**src/rtl/ffsd_pkg.sv**
```systemverilog
// Shared types, codes and constants for the farbfeld stream decoder.
package ffsd_pkg;

  localparam int unsigned DIM_BITS_DEF = 32;
  localparam int unsigned DIM_W        = 32;
  localparam int unsigned BYTE_W       = 8;
  localparam int unsigned TDATA_W      = 4 * BYTE_W + 2 * DIM_W;
  localparam int unsigned TUSER_W      = 3;

  localparam logic [BYTE_W-1:0] SIG_TEXT [0:7] = '{
    8'h66, 8'h61, 8'h72, 8'h62, 8'h66, 8'h65, 8'h6C, 8'h64
  };

  typedef enum logic [1:0] {
    PH_SIG  = 2'd0,
    PH_DIMS = 2'd1,
    PH_PIX  = 2'd2
  } phase_e;

  typedef enum logic [1:0] {
    KIND_PIXEL  = 2'd0,
    KIND_HEADER = 2'd1,
    KIND_BADSIG = 2'd2
  } kind_e;

  localparam logic [2:0] LAST_IDX = 3'd7;

  typedef struct packed {
    logic              valid;
    kind_e             kind;
    logic [BYTE_W-1:0] red;
    logic [BYTE_W-1:0] green;
    logic [BYTE_W-1:0] blue;
    logic [BYTE_W-1:0] alpha;
    logic              row_end;
    logic              image_end;
    logic [DIM_W-1:0]  image_width;
    logic [DIM_W-1:0]  image_height;
  } result_t;

endpackage

```
**src/rtl/farbfeld_stream_decoder_core.sv**
```systemverilog
// Output: a result is registered and appears on the master side in the cycle after the byte that completes it.
// Throughput: one byte per cycle; the input stalls only while a held result is not taken.
// Results: one per signature group (on mismatch), one per header, one per eight pixel bytes.
// Reset: asynchronous active low; returns to the signature search with the output empty.
// Top level of the farbfeld stream decoder with its output register.
module farbfeld_stream_decoder_core #(
  parameter int unsigned DIM_BITS = ffsd_pkg::DIM_BITS_DEF
) (
  input  logic                         clk_i,
  input  logic                         rst_ni,
  input  logic                         s_axis_tvalid,
  output logic                         s_axis_tready,
  input  logic [ffsd_pkg::BYTE_W-1:0]  s_axis_tdata,  // in_byte
  output logic                         m_axis_tvalid,
  input  logic                         m_axis_tready,
  // red, green, blue, alpha, image_width, image_height
  output logic [ffsd_pkg::TDATA_W-1:0] m_axis_tdata,
  output logic [ffsd_pkg::TUSER_W-1:0] m_axis_tuser,  // kind, row_end
  output logic                         m_axis_tlast   // image_end
);
  import ffsd_pkg::*;

  logic    accept;
  result_t res;
  result_t out_q;
  logic    out_valid_q, out_valid_d;

  assign s_axis_tready = !out_valid_q || m_axis_tready;
  assign accept        = s_axis_tvalid && s_axis_tready;

  ffsd_parser #(
    .DIM_BITS(DIM_BITS)
  ) u_parser (
    .clk_i   (clk_i),
    .rst_ni  (rst_ni),
    .accept_i(accept),
    .byte_i  (s_axis_tdata),
    .res_o   (res)
  );

  always_comb begin
    out_valid_d = out_valid_q;
    if (accept && res.valid) begin
      out_valid_d = 1'b1;
    end else if (m_axis_tready) begin
      out_valid_d = 1'b0;
    end
  end

  always_ff @(posedge clk_i or negedge rst_ni) begin
    if (!rst_ni) begin
      out_valid_q <= 1'b0;
    end else begin
      out_valid_q <= out_valid_d;
    end
  end

  always_ff @(posedge clk_i) begin
    if (accept && res.valid) begin
      out_q <= res;
    end
  end

  assign m_axis_tvalid = out_valid_q;
  assign m_axis_tdata  = {out_q.image_height, out_q.image_width,
                          out_q.alpha, out_q.blue, out_q.green, out_q.red};
  assign m_axis_tuser  = {out_q.row_end, out_q.kind};
  assign m_axis_tlast  = out_q.image_end;

`ifndef SYNTH
  a_stall_only_when_held: assert property (@(posedge clk_i) disable iff (!rst_ni)
    !s_axis_tready |-> (m_axis_tvalid && !m_axis_tready))
    else $error("input stalled without a held result");

  a_badsig_empty: assert property (@(posedge clk_i) disable iff (!rst_ni)
    (m_axis_tvalid && out_q.kind == KIND_BADSIG) |->
      (m_axis_tdata == '0 && !out_q.row_end && !out_q.image_end))
    else $error("bad signature result carries payload");

  a_header_no_row_end: assert property (@(posedge clk_i) disable iff (!rst_ni)
    (m_axis_tvalid && out_q.kind == KIND_HEADER) |-> !out_q.row_end)
    else $error("header result marked as row end");

  a_image_end_row_end: assert property (@(posedge clk_i) disable iff (!rst_ni)
    (m_axis_tvalid && out_q.kind == KIND_PIXEL && out_q.image_end) |-> out_q.row_end)
    else $error("image end without row end");

  a_result_kind: assert property (@(posedge clk_i) disable iff (!rst_ni)
    m_axis_tvalid |-> (out_q.kind == KIND_PIXEL || out_q.kind == KIND_HEADER ||
                       out_q.kind == KIND_BADSIG))
    else $error("result with an unused kind code");
`endif

endmodule

```
**src/rtl/ffsd_parser.sv**
```systemverilog
// Header and pixel parser: signature check, dimension capture and pixel assembly.
module ffsd_parser #(
  parameter int unsigned DIM_BITS = ffsd_pkg::DIM_BITS_DEF
) (
  input  logic                       clk_i,
  input  logic                       rst_ni,
  input  logic                       accept_i,
  input  logic [ffsd_pkg::BYTE_W-1:0] byte_i,
  output ffsd_pkg::result_t          res_o
);
  import ffsd_pkg::*;

  phase_e              phase_q, phase_d;
  logic [2:0]          idx_q, idx_d;
  logic                match_q, match_d;
  logic [55:0]         dims_q, dims_d;
  logic [DIM_BITS-1:0] width_q, width_d;
  logic [DIM_BITS-1:0] height_q, height_d;
  logic [DIM_BITS-1:0] col_q, col_d;
  logic [DIM_BITS-1:0] row_q, row_d;
  logic [BYTE_W-1:0]   red_q, red_d;
  logic [BYTE_W-1:0]   green_q, green_d;
  logic [BYTE_W-1:0]   blue_q, blue_d;
  logic [BYTE_W-1:0]   alpha_q, alpha_d;

  logic [63:0]         dims_full;
  logic [DIM_BITS-1:0] w_new, h_new;
  logic                col_last, row_last;

  function automatic logic [DIM_BITS-1:0] clamp_dim(input logic [DIM_W-1:0] v);
    logic [DIM_W-1:0] lim;
    lim = DIM_W'((64'(1) << DIM_BITS) - 64'(1));
    return (v > lim) ? lim[DIM_BITS-1:0] : v[DIM_BITS-1:0];
  endfunction

  assign dims_full = {dims_q, byte_i};
  assign w_new     = clamp_dim(dims_full[63:32]);
  assign h_new     = clamp_dim(dims_full[31:0]);
  assign col_last  = ({1'b0, col_q} + (DIM_BITS+1)'(1)) >= {1'b0, width_q};
  assign row_last  = ({1'b0, row_q} + (DIM_BITS+1)'(1)) >= {1'b0, height_q};

  always_comb begin
    phase_d  = phase_q;
    idx_d    = idx_q;
    match_d  = match_q;
    dims_d   = dims_q;
    width_d  = width_q;
    height_d = height_q;
    col_d    = col_q;
    row_d    = row_q;
    red_d    = red_q;
    green_d  = green_q;
    blue_d   = blue_q;
    alpha_d  = alpha_q;
    res_o    = '0;
    case (phase_q)
      PH_DIMS: begin
        dims_d = dims_full[55:0];
        if (idx_q != LAST_IDX) begin
          idx_d = idx_q + 3'd1;
        end else begin
          width_d            = w_new;
          height_d           = h_new;
          col_d              = '0;
          row_d              = '0;
          idx_d              = '0;
          res_o.valid        = 1'b1;
          res_o.kind         = KIND_HEADER;
          res_o.image_width  = DIM_W'(w_new);
          res_o.image_height = DIM_W'(h_new);
          if (w_new == '0 || h_new == '0) begin
            res_o.image_end = 1'b1;
            phase_d         = PH_SIG;
            match_d         = 1'b1;
          end else begin
            phase_d = PH_PIX;
          end
        end
      end
      PH_PIX: begin
        case (idx_q)
          3'd0:    red_d   = byte_i;
          3'd2:    green_d = byte_i;
          3'd4:    blue_d  = byte_i;
          3'd6:    alpha_d = byte_i;
          default: ;
        endcase
        if (idx_q != LAST_IDX) begin
          idx_d = idx_q + 3'd1;
        end else begin
          idx_d       = '0;
          res_o.valid = 1'b1;
          res_o.kind  = KIND_PIXEL;
          res_o.red   = red_q;
          res_o.green = green_q;
          res_o.blue  = blue_q;
          res_o.alpha = alpha_q;
          if (col_last) begin
            res_o.row_end = 1'b1;
            col_d         = '0;
            if (row_last) begin
              res_o.image_end = 1'b1;
              row_d           = '0;
              phase_d         = PH_SIG;
              match_d         = 1'b1;
            end else begin
              row_d = row_q + DIM_BITS'(1);
            end
          end else begin
            col_d = col_q + DIM_BITS'(1);
          end
        end
      end
      default: begin
        if (byte_i != SIG_TEXT[idx_q]) begin
          match_d = 1'b0;
        end
        if (idx_q != LAST_IDX) begin
          idx_d = idx_q + 3'd1;
        end else begin
          idx_d = '0;
          if (match_q && byte_i == SIG_TEXT[idx_q]) begin
            phase_d = PH_DIMS;
          end else begin
            phase_d     = PH_SIG;
            match_d     = 1'b1;
            res_o.valid = 1'b1;
            res_o.kind  = KIND_BADSIG;
          end
        end
      end
    endcase
  end

  always_ff @(posedge clk_i or negedge rst_ni) begin
    if (!rst_ni) begin
      phase_q <= PH_SIG;
      idx_q   <= '0;
      match_q <= 1'b1;
      col_q   <= '0;
      row_q   <= '0;
    end else if (accept_i) begin
      phase_q <= phase_d;
      idx_q   <= idx_d;
      match_q <= match_d;
      col_q   <= col_d;
      row_q   <= row_d;
    end
  end

  always_ff @(posedge clk_i) begin
    if (accept_i) begin
      dims_q   <= dims_d;
      width_q  <= width_d;
      height_q <= height_d;
      red_q    <= red_d;
      green_q  <= green_d;
      blue_q   <= blue_d;
      alpha_q  <= alpha_d;
    end
  end

endmodule
```
**config.mk**
```make
export PLATFORM = sky130hd
export DESIGN_NAME = farbfeld_stream_decoder_core
export DESIGN_NICKNAME = d
export VERILOG_FILES = /design/src/rtl/ffsd_pkg.sv /design/src/rtl/farbfeld_stream_decoder_core.sv /design/src/rtl/ffsd_parser.sv
export SDC_FILE = /design/constraint.sdc
export NUM_CORES = 1
export LEC_CHECK = 0
export ABC_AREA = 1
export BUFFER_PORTS_ARGS = -buffer_cell sky130_fd_sc_hd__buf_4
export CAP_MARGIN = 20
export CORE_ASPECT_RATIO = 1.25
export CORE_UTILIZATION = 63
export CTS_BUF_LIST = sky130_fd_sc_hd__clkbuf_8
export DETAILED_ROUTE_END_ITERATION = 6
export GPL_TIMING_DRIVEN = 0
export PLACE_DENSITY = 0.85
export SYNTH_ARGS = -nofsm -noshare
export SYNTH_HDL_FRONTEND = slang
export SYNTH_SLANG_ARGS = --single-unit
```
**constraint.sdc**
```tcl
create_clock -name clk_i -period 5.1 [get_ports clk_i]
set_input_delay 1.53 -clock clk_i [delete_from_list [all_inputs] [get_ports clk_i]]
set_output_delay 1.53 -clock clk_i [all_outputs]
set_load 0.05 [all_outputs]
```
==> results of run 1 <==
[metal layers]
metal  share of wire  wire length (µm)  global-route usage
met4           0.045              1553              0.1445
met1            0.37             12590              0.3228
met2            0.52             17770              0.5097
met5               0                 0                   0
met3           0.065              2219             0.05560
[sequential cells by signal, indices dropped and copies added, names as in the netlist]
register / flops
u_parser.col_q: 32
u_parser.alpha_q: 8
u_parser.phase_q: 2
m_axis_tuser: 3
u_parser.dims_q: 56
u_parser.row_q: 32
u_parser.idx_q: 3
m_axis_tvalid: 1
u_parser.red_q: 8
u_parser.height_q: 32
u_parser.blue_q: 8
u_parser.match_q: 1
u_parser.width_q: 32
u_parser.green_q: 8
m_axis_tlast: 1
m_axis_tdata: 96
[how the worst min path moves through the flow]
| stage | slack (ns) | startpoint | endpoint | cells past startpoint |
|---|---|---|---|---|
| global route | 0.47 | u_parser.dims_q[35]$_DFFE_PP_ | u_parser.dims_q[43]$_DFFE_PP_ | 0 |
| global placement | 0.44 | u_parser.dims_q[51]$_DFFE_PP_ | u_parser.width_q[27]$_DFFE_PP_ | 0 |
| detailed placement | 0.44 | u_parser.dims_q[53]$_DFFE_PP_ | u_parser.width_q[29]$_DFFE_PP_ | 0 |
| floorplan | 0.43 | u_parser.dims_q[51]$_DFFE_PP_ | u_parser.width_q[27]$_DFFE_PP_ | 0 |
| CTS | 0.46 | u_parser.dims_q[53]$_DFFE_PP_ | u_parser.width_q[29]$_DFFE_PP_ | 0 |
| finish | 0.47 | u_parser.dims_q[53]$_DFFE_PP_ | u_parser.width_q[29]$_DFFE_PP_ | 0 |
[power groups by stage]
stage	registers (µW)	logic, µW	clock network, µW
3_3_place_gp	2980	372	0
3_5_place_dp	2980	399	0
4_1_cts	2930	405	2120
6_report	2930	404	2100
2_1_floorplan	3120	109	0
5_1_grt	2930	429	2240
[metrics by stage]
stage                     std cells  cell area (µm²)    util  setup WS, ns
final                          1981            17610  0.7422         1.254
after floorplan                1447            15260       -       0.05129
after global routing           1981            17610  0.7422        0.9840
after global placement         1885            16520  0.6963       -0.5438
after CTS                      1980            17600  0.7419         1.261
after detailed placement       1890            16640  0.7015         1.279
[worst register-to-register path, delay by kind of cell, from the launching register on]
| family | cells | cell delay (ns) |
|---|---|---|
| AND/OR/NAND/NOR | 16 | 2.38 |
| adder cells (fa/ha/maj) | 2 | 0.51 |
| flip-flops | 1 | 0.45 |
| XOR/XNOR | 1 | 0.27 |
| buffers and inverters | 1 | 0.21 |
[cell type report]
type | count | area (µm²) | area share
sequential | 323 | 9345 | 0.5307
multi-input combinational | 844 | 4781 | 0.2715
timing repair buffer | 119 | 965.9 | 0.05485
inverter | 255 | 959.7 | 0.05450
clock buffer | 50 | 688.2 | 0.03908
tap | 325 | 406.6 | 0.02309
clock inverter | 40 | 269.0 | 0.01528
buffer | 25 | 193.9 | 0.01101
[placed cells by master (no fill, tap or decap), types with 30 or more instances in the layout]
master,instances
inv_1,262
nor2_1,186
nand3_1,30
clkbuf_8,50
xor2_1,40
nand2_2,37
o21ai_2,30
edfxtp_1,252
ha_1,73
nand2_1,297
dfrtp_1,70
buf_4,117
[logic make-up (layout without fill, tap and decap cells)]
kind of cell	count (synthesis)	count (layout)	synth area share
simple gates	629	629	0.1813
buf+inv	280	489	0.07542
compound gates	79	79	0.03492
xor+xnor	63	63	0.03615
fa+ha+maj	73	73	0.05985
flops	323	323	0.6123
==> results.json, run 1 <==
{
  "grt_max_degree": 75,
  "rsz0062_at_grt": "no",
  "r2r.worst_path.cells": 20,
  "synthToLayoutAreaGrowth_pct": 15.38,
  "cts_tree": "built",
  "power_uw": 5434,
  "end_kind": "flop",
  "synth_most_common_cell": "nand2_1",
  "netlist_instances": 1447,
  "die_h_um": 176.0,
  "path_max_fanout": 10,
  "drtIter0Drc": 822,
  "hold_buffers": 0,
  "crit_family": "simple AND/OR/NAND/NOR gates",
  "grt_pass1_vias": 10710,
  "grt_usage": 0.2845,
  "detail-route-antenna-nets": 0,
  "syn_avg_cell_area_um2": 10.55,
  "synth_common_cells": "nand2_1, edfxtp_1, inv_1, nor2_1, ha_1",
  "slowest_delay_ns": 0.55,
  "path_depth": 20,
  "r2r_end": "u_parser.col_q[11]$_DFFE_PN0P_",
  "synth_area_leaders": "edfxtp_1, dfrtp_1, nand2_1, inv_1, ha_1",
  "antenna_found_initial": 0,
  "critPathArrivalTime_ns": 4.36,
  "combPwrFrac": 0.074,
  "hp-class": "flop to flop",
  "cts_resized": 0,
  "maxCapViolCount": 0,
  "p_int_uw": 4074,
  "slowest_stage": "nor3_1",
  "min_period_ns": 3.846,
  "drt-total-wl_um": 34130,
  "tns_ns": 0,
  "synth_cell_types": 39,
  "clockBufferDepth": 3,
  "grt_pass1_wl_um": 53670,
  "num_rows": 63,
  "crit_buf_inv": 1,
  "drtPass1Iterations": 6,
  "fill_cells": 1526,
  "critPathMostFrequentCell": "nand2_1",
  "nets": 1702,
  "wl_per_cell_um": 17.23,
  "gr-total-overflow": 0,
  "drive_gt1_frac": 0.1787,
  "max-slew-margin-rel": 0.3513,
  "reg2reg_from": "u_parser.col_q[0]$_DFFE_PN0P_",
  "sequentialPowerShare": 0.539,
  "p_sw_frac": 0.2502,
  "port_buffers": 113,
  "cts_setup_buffers": 0,
  "hold_viol": 0,
  "outcome": "finished, final reports clean",
  "power_leakage_uw": 0.007928,
  "netlist_area_um2": 15260,
  "antennaDiodeCount": 0,
  "drc": 0,
  "syn_nets": 1532,
  "whs_ns": 0.4733,
  "place_congestion": 0.9211,
  "die_area_um2": 24860,
  "setup_violations": 0,
  "vias": 10580,
  "netSwitchingPower_uw": 1360,
  "cts_max_level": 2,
  "power_density_nw_per_um2": 308.6,
  "cts_made_buffers": 49,
  "power.share.clock": 0.387,
  "clockRootBuffer": "clkbuf_8",
  "core_um2": 23730,
  "ys_ff_latch": 323,
  "synth_edf_count": 252,
  "netlist.area_leader.share": 0.4958,
  "synth_ff_type": "edfxtp_1",
  "worstSkewPairLatency_ns": 0.61,
  "ios": 114,
  "seq_area_frac_synth": 0.6123,
  "fmax_mhz": 260.0,
  "tightestPinTransition_ns": 0.9731,
  "start_util": 0.6433,
  "clkTransAtPathRegs_ns": 0.07,
  "path_class": "flop to flop",
  "die_x_um": 141.2,
  "peakVddDrop_uv": 236.6,
  "dpl.hpwl_um": 24740,
  "r2r_slack_ns": 1.25,
  "period_share": 0.7541,
  "crit_end": "u_parser.col_q[11]$_DFFE_PN0P_",
  "critPathRequiredTime_ns": 5.61,
  "synthArstFlopShare": 0.2198,
  "viasPerCell": 5.341,
  "startpoint_type": "flop",
  "cts_num_sinks": 323,
  "synth_area_leader_cell": "edfxtp_1",
  "crit_chain": "ha_1 -> nand2_1 -> nor2_2 -> nand2_2 -> nor3_1 -> nand3_1 -> xnor2_1 -> ha_1 -> nand2_1 -> nor2_1 -> nand2_1 -> nor2_1 -> nand3_1 -> nand3_1 -> nand2_1 -> nand4_4 -> nor2_4 -> buf_6 -> nand2_1 -> nand2_1",
  "cp-startpoint": "u_parser.col_q[0]$_DFFE_PN0P_",
  "skew_ns": 0.04316,
  "yosysWarnings": 0,
  "final_max_slew_viol_count": 0
}
No activity file was read; power rests on OpenSTA's default activity.
==> inputs of run 2 (changes only) <==
--- a/config.mk
+++ b/config.mk
@@ -5,15 +5,15 @@
 export SDC_FILE = /design/constraint.sdc
 export NUM_CORES = 1
 export LEC_CHECK = 0
-export ABC_AREA = 1
+export ABC_AREA = 0
 export BUFFER_PORTS_ARGS = -buffer_cell sky130_fd_sc_hd__buf_4
 export CAP_MARGIN = 20
 export CORE_ASPECT_RATIO = 1.25
-export CORE_UTILIZATION = 63
+export CORE_UTILIZATION = 62
 export CTS_BUF_LIST = sky130_fd_sc_hd__clkbuf_8
 export DETAILED_ROUTE_END_ITERATION = 6
 export GPL_TIMING_DRIVEN = 0
-export PLACE_DENSITY = 0.85
+export PLACE_DENSITY = 0.84
 export SYNTH_ARGS = -nofsm -noshare
 export SYNTH_HDL_FRONTEND = slang
 export SYNTH_SLANG_ARGS = --single-unit
==> constraint.sdc (replaced) <==
create_clock -name clk_i -period 3.8 [get_ports clk_i]
set_input_delay 1.14 -clock clk_i [delete_from_list [all_inputs] [get_ports clk_i]]
set_output_delay 1.14 -clock clk_i [all_outputs]
set_load 0.05 [all_outputs]
==> run 2 against run 1 <==
Net effect: the flow now finishes with violations (DRC, setup timing); global-route usage rose by 3.7 points; largest cell class unchanged; combinational power grew to 5.1 times the previous value; hold slack improved by 0.00077 ns; non-clock buffer count rose by 109; via count grew 6.0%; die area shrank 3.4%.
==> results.json, run 2 <==
{
  "end_kind": "flop",
  "synth_cell_types": 64,
  "crit_chain": "clkbuf_8 -> and4_2 -> nand4_1 -> buf_4 -> nor3_4 -> nand3_2 -> xnor2_2 -> ha_1 -> a21oi_1 -> o21ai_1 -> a221o_2 -> or4b_4 -> o21ai_4 -> buf_12 -> buf_4 -> a41oi_1 -> o22ai_1",
  "grt_pass1_vias": 11070,
  "min_period_ns": 4.397,
  "power_density_nw_per_um2": 515.0,
  "power.share.clock": 0.302,
  "peakVddDrop_uv": 402.9,
  "drive_gt1_frac": 0.3024,
  "antennaDiodeCount": 0,
  "synthToLayoutAreaGrowth_pct": 26.78,
  "path_class": "flop to flop",
  "clockBufferDepth": 3,
  "cts_made_buffers": 49,
  "largest_register_ffs": 96,
  "drc": 5,
  "cts_tree": "built",
  "startpoint_type": "flop",
  "synth_area_leader_cell": "edfxtp_1",
  "critPathRequiredTime_ns": 4.28,
  "hold_viol": 0,
  "seq_area_frac_synth": 0.6445,
  "place_area_um2": 15860,
  "path_max_fanout": 7,
  "die_h_um": 173.0,
  "synth_area_leaders": "edfxtp_1, dfrtp_1, ha_1, and3_1, nand2_1",
  "die_x_um": 138.8,
  "cts_max_level": 2,
  "syn_avg_cell_area_um2": 12.75,
  "power_uw": 9466,
  "place_congestion": 0.8994,
  "fin_ws_ns": -0.5970,
  "maxCapViolCount": 0,
  "combPwrFrac": 0.217,
  "period_share": 1.157,
  "critPathMostFrequentCell": "buf_4",
  "gr-total-overflow": 0,
  "start_util": 0.6315,
  "fmax_mhz": 227.4,
  "syn_nets": 1222,
  "synthArstFlopShare": 0.2198,
  "mostFrequentLayoutCells": "edfxtp_1, buf_4, inv_1, and3_1, nand2_1",
  "final_common_cell": "edfxtp_1",
  "slowest_stage": "or4b_4",
  "synth_most_common_cell": "edfxtp_1",
  "die_area_um2": 24010,
  "port_buffers": 113,
  "dpl.hpwl_um": 24240,
  "max-slew-margin-rel": 0.2572,
  "tns_ns": -28.08,
  "violations": "DRC, setup timing",
  "p_int_uw": 6313,
  "critPathArrivalTime_ns": 4.88,
  "vias": 11220,
  "antenna_found_initial": 0,
  "final_max_slew_viol_count": 0,
  "worstSkewPairLatency_ns": 0.61,
  "tightestPinTransition_ns": 1.110,
  "skew_ns": 0.03675,
  "whs_ns": 0.4741,
  "netSwitchingPower_uw": 3154,
  "netlist_instances": 1137,
  "yosysWarnings": 0,
  "wl_per_cell_um": 25.12,
  "ys_ff_latch": 323,
  "rsz0062_at_grt": "yes",
  "crit_buf_inv": 4,
  "nets": 1481,
  "drtIter0Drc": 1072,
  "netlist_area_um2": 14500,
  "ios": 114,
  "grt_usage": 0.3213,
  "core_um2": 22960,
  "hp-class": "flop to flop",
  "detail-route-antenna-nets": 0,
  "sequentialPowerShare": 0.481,
  "grt_pass1_wl_um": 58860,
  "drt-total-wl_um": 43200,
  "outcome": "finished with violations",
  "cts_num_sinks": 323,
  "num_rows": 62,
  "drtPass1Iterations": 7,
  "grt_max_degree": 72,
  "fin_area_um2": 18380,
  "viasPerCell": 6.522,
  "setup_violations": 69,
  "synth_edf_count": 252,
  "p_sw_frac": 0.3331,
  "synth_common_cells": "edfxtp_1, and3_1, nand2_1, inv_1, ha_1",
  "crit_family": "simple AND/OR/NAND/NOR gates",
  "power_leakage_uw": 0.007935,
  "clockRootBuffer": "clkbuf_8",
  "slowest_delay_ns": 0.59,
  "fill_cells": 1150,
  "clkTransAtPathRegs_ns": 0.08,
  "hold_buffers": 0,
  "netlist.area_leader.share": 0.5219,
  "synth_ff_type": "edfxtp_1"
}
[run 2: layer usage]
metal | GRT usage | vias to the layer above | routed length, µm
li1 | - | 4733 | -
met1 | 0.3608 | 5357 | 14610
met2 | 0.5633 | 869 | 21470
met3 | 0.07616 | 258 | 4265
met4 | 0.1778 | 0 | 2857
met5 | 0 | - | 0
[run 2: cell type report]
cell class,count,area (µm²),share of cell area
clock inverter,37,266.5,0.01450
clock buffer,50,688.2,0.03744
sequential,323,9356,0.5090
tap,288,360.3,0.01960
buffer,43,317.8,0.01729
multi-input combinational,672,5285,0.2875
inverter,97,364.1,0.01981
timing repair buffer,210,1744,0.09488
[run 2: cell families (layout without fill, tap and decap cells)]
group / Yosys count / in the layout / synth area share
XOR/XNOR: 52 / 52 / 0.03141
AO/OA/AOI/OAI: 154 / 154 / 0.07524
buffers and inverters: 142 / 437 / 0.03909
adder cells (fa/ha/maj): 73 / 73 / 0.06299
flip-flops: 323 / 323 / 0.6445
AND/OR/NAND/NOR: 389 / 389 / 0.1438
multiplexers: 4 / 4 / 0.002934
[run 2: worst paths after layout]
check	from	end	slack (ns)	depth (start not counted)
min in group asynchronous	rst_ni	u_parser.col_q[9]$_DFFE_PN0P_	0.67	1
max in group asynchronous	rst_ni	u_parser.row_q[18]$_DFFE_PN0P_	2.33	1
worst max-delay path	u_parser.col_q[8]$_DFFE_PN0P_	u_parser.row_q[28]$_DFFE_PN0P_	-0.60	17
worst max register to register	u_parser.col_q[8]$_DFFE_PN0P_	u_parser.row_q[28]$_DFFE_PN0P_	-0.60	17
worst min-delay path	u_parser.dims_q[50]$_DFFE_PP_	u_parser.width_q[26]$_DFFE_PP_	0.47	0
worst min register to register	u_parser.dims_q[50]$_DFFE_PP_	u_parser.width_q[26]$_DFFE_PP_	0.47	0
[run 2: power groups by stage]
stage / clock [µW] / sequential, µW / combinational, µW
2_1_floorplan: 0 / 4730 / 870
3_3_place_gp: 0 / 4560 / 1570
3_5_place_dp: 0 / 4560 / 1680
4_1_cts: 2840 / 4500 / 1820
5_1_grt: 3010 / 4560 / 2170
6_report: 2860 / 4550 / 2050
[run 2: per-stage QoR]
stage / setup slack, ns / std cells / utilization
floorplan: 0.008358 / 1137 / -
global route: -0.6245 / 1720 / 0.8006
global placement: -1.108 / 1538 / 0.6873
detailed placement: -1.135 / 1541 / 0.6908
finish: -0.5970 / 1720 / 0.8006
CTS: -0.2004 / 1690 / 0.7748
[run 2: worst register-to-register path: cells and delay by family, from the launching register on]
family / cells / cell delay, ns
AOI/OAI and AO/OA: 6 / 1.29
buffers and inverters: 4 / 0.66
DFF: 1 / 0.37
adders and majority gates: 1 / 0.29
and+or+nand+nor: 5 / 1.45
xor gates and xnor gates: 1 / 0.20
[run 2: what timing repair did]
| action | 4_1_cts | 5_1_grt |
|---|---|---|
| gates cloned | 5 | 3 |
| gates resized for setup | 115 | 105 |
| setup endpoints to repair | 69 | 68 |
| pin swaps | 26 | 22 |
| setup buffers | 58 | 29 |
==> inputs of run 3 (changes only) <==
--- a/config.mk
+++ b/config.mk
@@ -9,11 +9,12 @@
 export BUFFER_PORTS_ARGS = -buffer_cell sky130_fd_sc_hd__buf_4
 export CAP_MARGIN = 20
 export CORE_ASPECT_RATIO = 1.25
-export CORE_UTILIZATION = 62
+export CORE_UTILIZATION = 56
 export CTS_BUF_LIST = sky130_fd_sc_hd__clkbuf_8
 export DETAILED_ROUTE_END_ITERATION = 6
 export GPL_TIMING_DRIVEN = 0
-export PLACE_DENSITY = 0.84
+export PLACE_DENSITY = 0.8
+export REMOVE_ABC_BUFFERS = 1
 export SYNTH_ARGS = -nofsm -noshare
 export SYNTH_HDL_FRONTEND = slang
 export SYNTH_SLANG_ARGS = --single-unit
==> constraint.sdc (replaced) <==
create_clock -name clk_i -period 3.9 [get_ports clk_i]
set_input_delay 1.17 -clock clk_i [delete_from_list [all_inputs] [get_ports clk_i]]
set_output_delay 1.17 -clock clk_i [all_outputs]
set_load 0.05 [all_outputs]
==> run 3 against run 2 <==
Net effect: critical endpoint is now u_parser.col_q[2]$_DFFE_PN0P_; non-clock buffer count is 41 lower; power is 4.8% lower; the flow finishes with violations (setup timing); count of clock-buffer cells in the layout is 1 higher; final cell count is 0.81% higher; largest power group unchanged; utilization is 8.4 points lower; clock skew is 0.0056 ns lower; sequential share of layout area is 0.59 points higher; flip-flop and latch count stayed put.
==> results.json, run 3 (same netlist as run 2, synthesis figures left out) <==
{
  "outcome": "finished with violations",
  "violations": "setup timing",
  "path_class": "flop to flop",
  "antenna_found_initial": 0,
  "port_buffers": 113,
  "clockBufferDepth": 3,
  "fin_ws_ns": -0.2949,
  "hp-class": "flop to flop",
  "gr-total-overflow": 0,
  "vias": 10710,
  "clockRootBuffer": "clkbuf_8",
  "dpl.hpwl_um": 22180,
  "grt_pass1_vias": 10390,
  "drt-total-wl_um": 38760,
  "power_density_nw_per_um2": 495.6,
  "cts_made_buffers": 49,
  "final_common_cell": "edfxtp_1",
  "grt_pass1_wl_um": 54520,
  "start_util": 0.5714,
  "cts_max_level": 2,
  "place_congestion": 0.8536,
  "clkTransAtPathRegs_ns": 0.06,
  "die_h_um": 181.9,
  "tns_ns": -11.85,
  "max-slew-margin-rel": 0.2129,
  "fmax_mhz": 238.4,
  "ios": 114,
  "wl_per_cell_um": 22.35,
  "antennaDiodeCount": 0,
  "min_period_ns": 4.195,
  "drc": 0,
  "drtPass1Iterations": 6,
  "core_um2": 25370,
  "mostFrequentLayoutCells": "edfxtp_1, buf_4, inv_1, and3_1, nand2_1",
  "maxCapViolCount": 0,
  "tightestPinTransition_ns": 1.176,
  "startpoint_type": "flop",
  "r2r_slack_ns": -0.29,
  "synthToLayoutAreaGrowth_pct": 25.33,
  "cts_tree": "built",
  "die_area_um2": 26540,
  "final_max_slew_viol_count": 0,
  "critPathRequiredTime_ns": 4.42,
  "period_share": 1.076,
  "hold_viol": 0,
  "largest_register_ffs": 96,
  "detail-route-antenna-nets": 0,
  "viasPerCell": 6.178,
  "drive_gt1_frac": 0.2838,
  "hold_buffers": 0,
  "grt_max_degree": 105,
  "cts_num_sinks": 323,
  "end_kind": "flop",
  "skew_ns": 0.03111,
  "critPathArrivalTime_ns": 4.71,
  "rsz0062_at_grt": "yes",
  "preCtsSetupSlack_ns": -1.604,
  "worstSkewPairLatency_ns": 0.59,
  "grt_usage": 0.2691,
  "drtIter0Drc": 980,
  "nets": 1443,
  "num_rows": 65,
  "path_max_fanout": 6,
  "setup_violations": 68,
  "die_x_um": 145.9,
  "power_leakage_uw": 0.007857,
  "peakVddDrop_uv": 432.1
}
[run 3: cell type report]
class	instances	area, µm²
flip-flops and latches	323	9358
clock inverters	41	231.5
repair buffers	212	1822
multi-input cells	675	5278
inverters	97	364.1
fillers	1542	7201
clock buffers	51	701.9
well taps	335	419.2
[run 3: worst paths after layout]
kind                                                    start                             end  cells after the start
worst min register to register  u_parser.dims_q[48]$_DFFE_PP_  u_parser.width_q[24]$_DFFE_PP_                      0
worst max-delay path            u_parser.col_q[1]$_DFFE_PN0P_   u_parser.col_q[2]$_DFFE_PN0P_                     16
worst max register to register  u_parser.col_q[1]$_DFFE_PN0P_   u_parser.col_q[2]$_DFFE_PN0P_                     16
worst min-delay path            u_parser.dims_q[48]$_DFFE_PP_  u_parser.width_q[24]$_DFFE_PP_                      0
min in group asynchronous                              rst_ni  u_parser.col_q[11]$_DFFE_PN0P_                      1
max in group asynchronous                              rst_ni  u_parser.col_q[17]$_DFFE_PN0P_                      1
[run 3: where the power goes]
group | internal, µW | leakage [µW] | total [µW] | switching [µW]
Clock | 1360 | 0.000533 | 2680 | 1320
Combinational | 617 | 0.00408 | 1900 | 1280
Sequential | 4120 | 0.00324 | 4430 | 306
[run 3: routing by layer]
layer,share of wire,track usage
met2,0.52,0.4767
met3,0.077,0.06206
met4,0.060,0.1676
met1,0.35,0.2908
met5,0,0
[run 3: worst max-delay path, cell delays in order (launching register included)]
cell     delay, ns
dfrtp_1       0.43
nand4_1       0.27
buf_4         0.24
nor4_4        0.13
buf_4         0.19
buf_4         0.11
buf_4         0.11
nand2_1       0.06
xnor2_1       0.25
ha_1          0.30
nand4_1       0.15
nor3_1        0.08
a221o_2       0.37
or4b_4        0.59
or3_4         0.49
o21ai_1       0.21
a22o_1        0.15
[run 3: metrics by stage]
stage	util	hold slack (ns)	total power [µW]	instances	cell area, µm²
after floorplan	-	0.4428	5408	1092	14300
final	0.7162	0.4810	9007	1734	18170
after global placement	0.6134	0.4581	5944	1540	15560
after CTS	0.6927	0.4830	8841	1694	17580
after detailed placement	0.6228	0.4712	6071	1550	15800
after global routing	0.7162	0.5132	9305	1734	18170
[run 3: timing repair]
action	in CTS	in global routing
hold endpoints to repair	0	0
buffers inserted	49	37
setup endpoints to repair	69	68
gates resized for setup	88	74
pin swaps	39	32
cloned	3	4
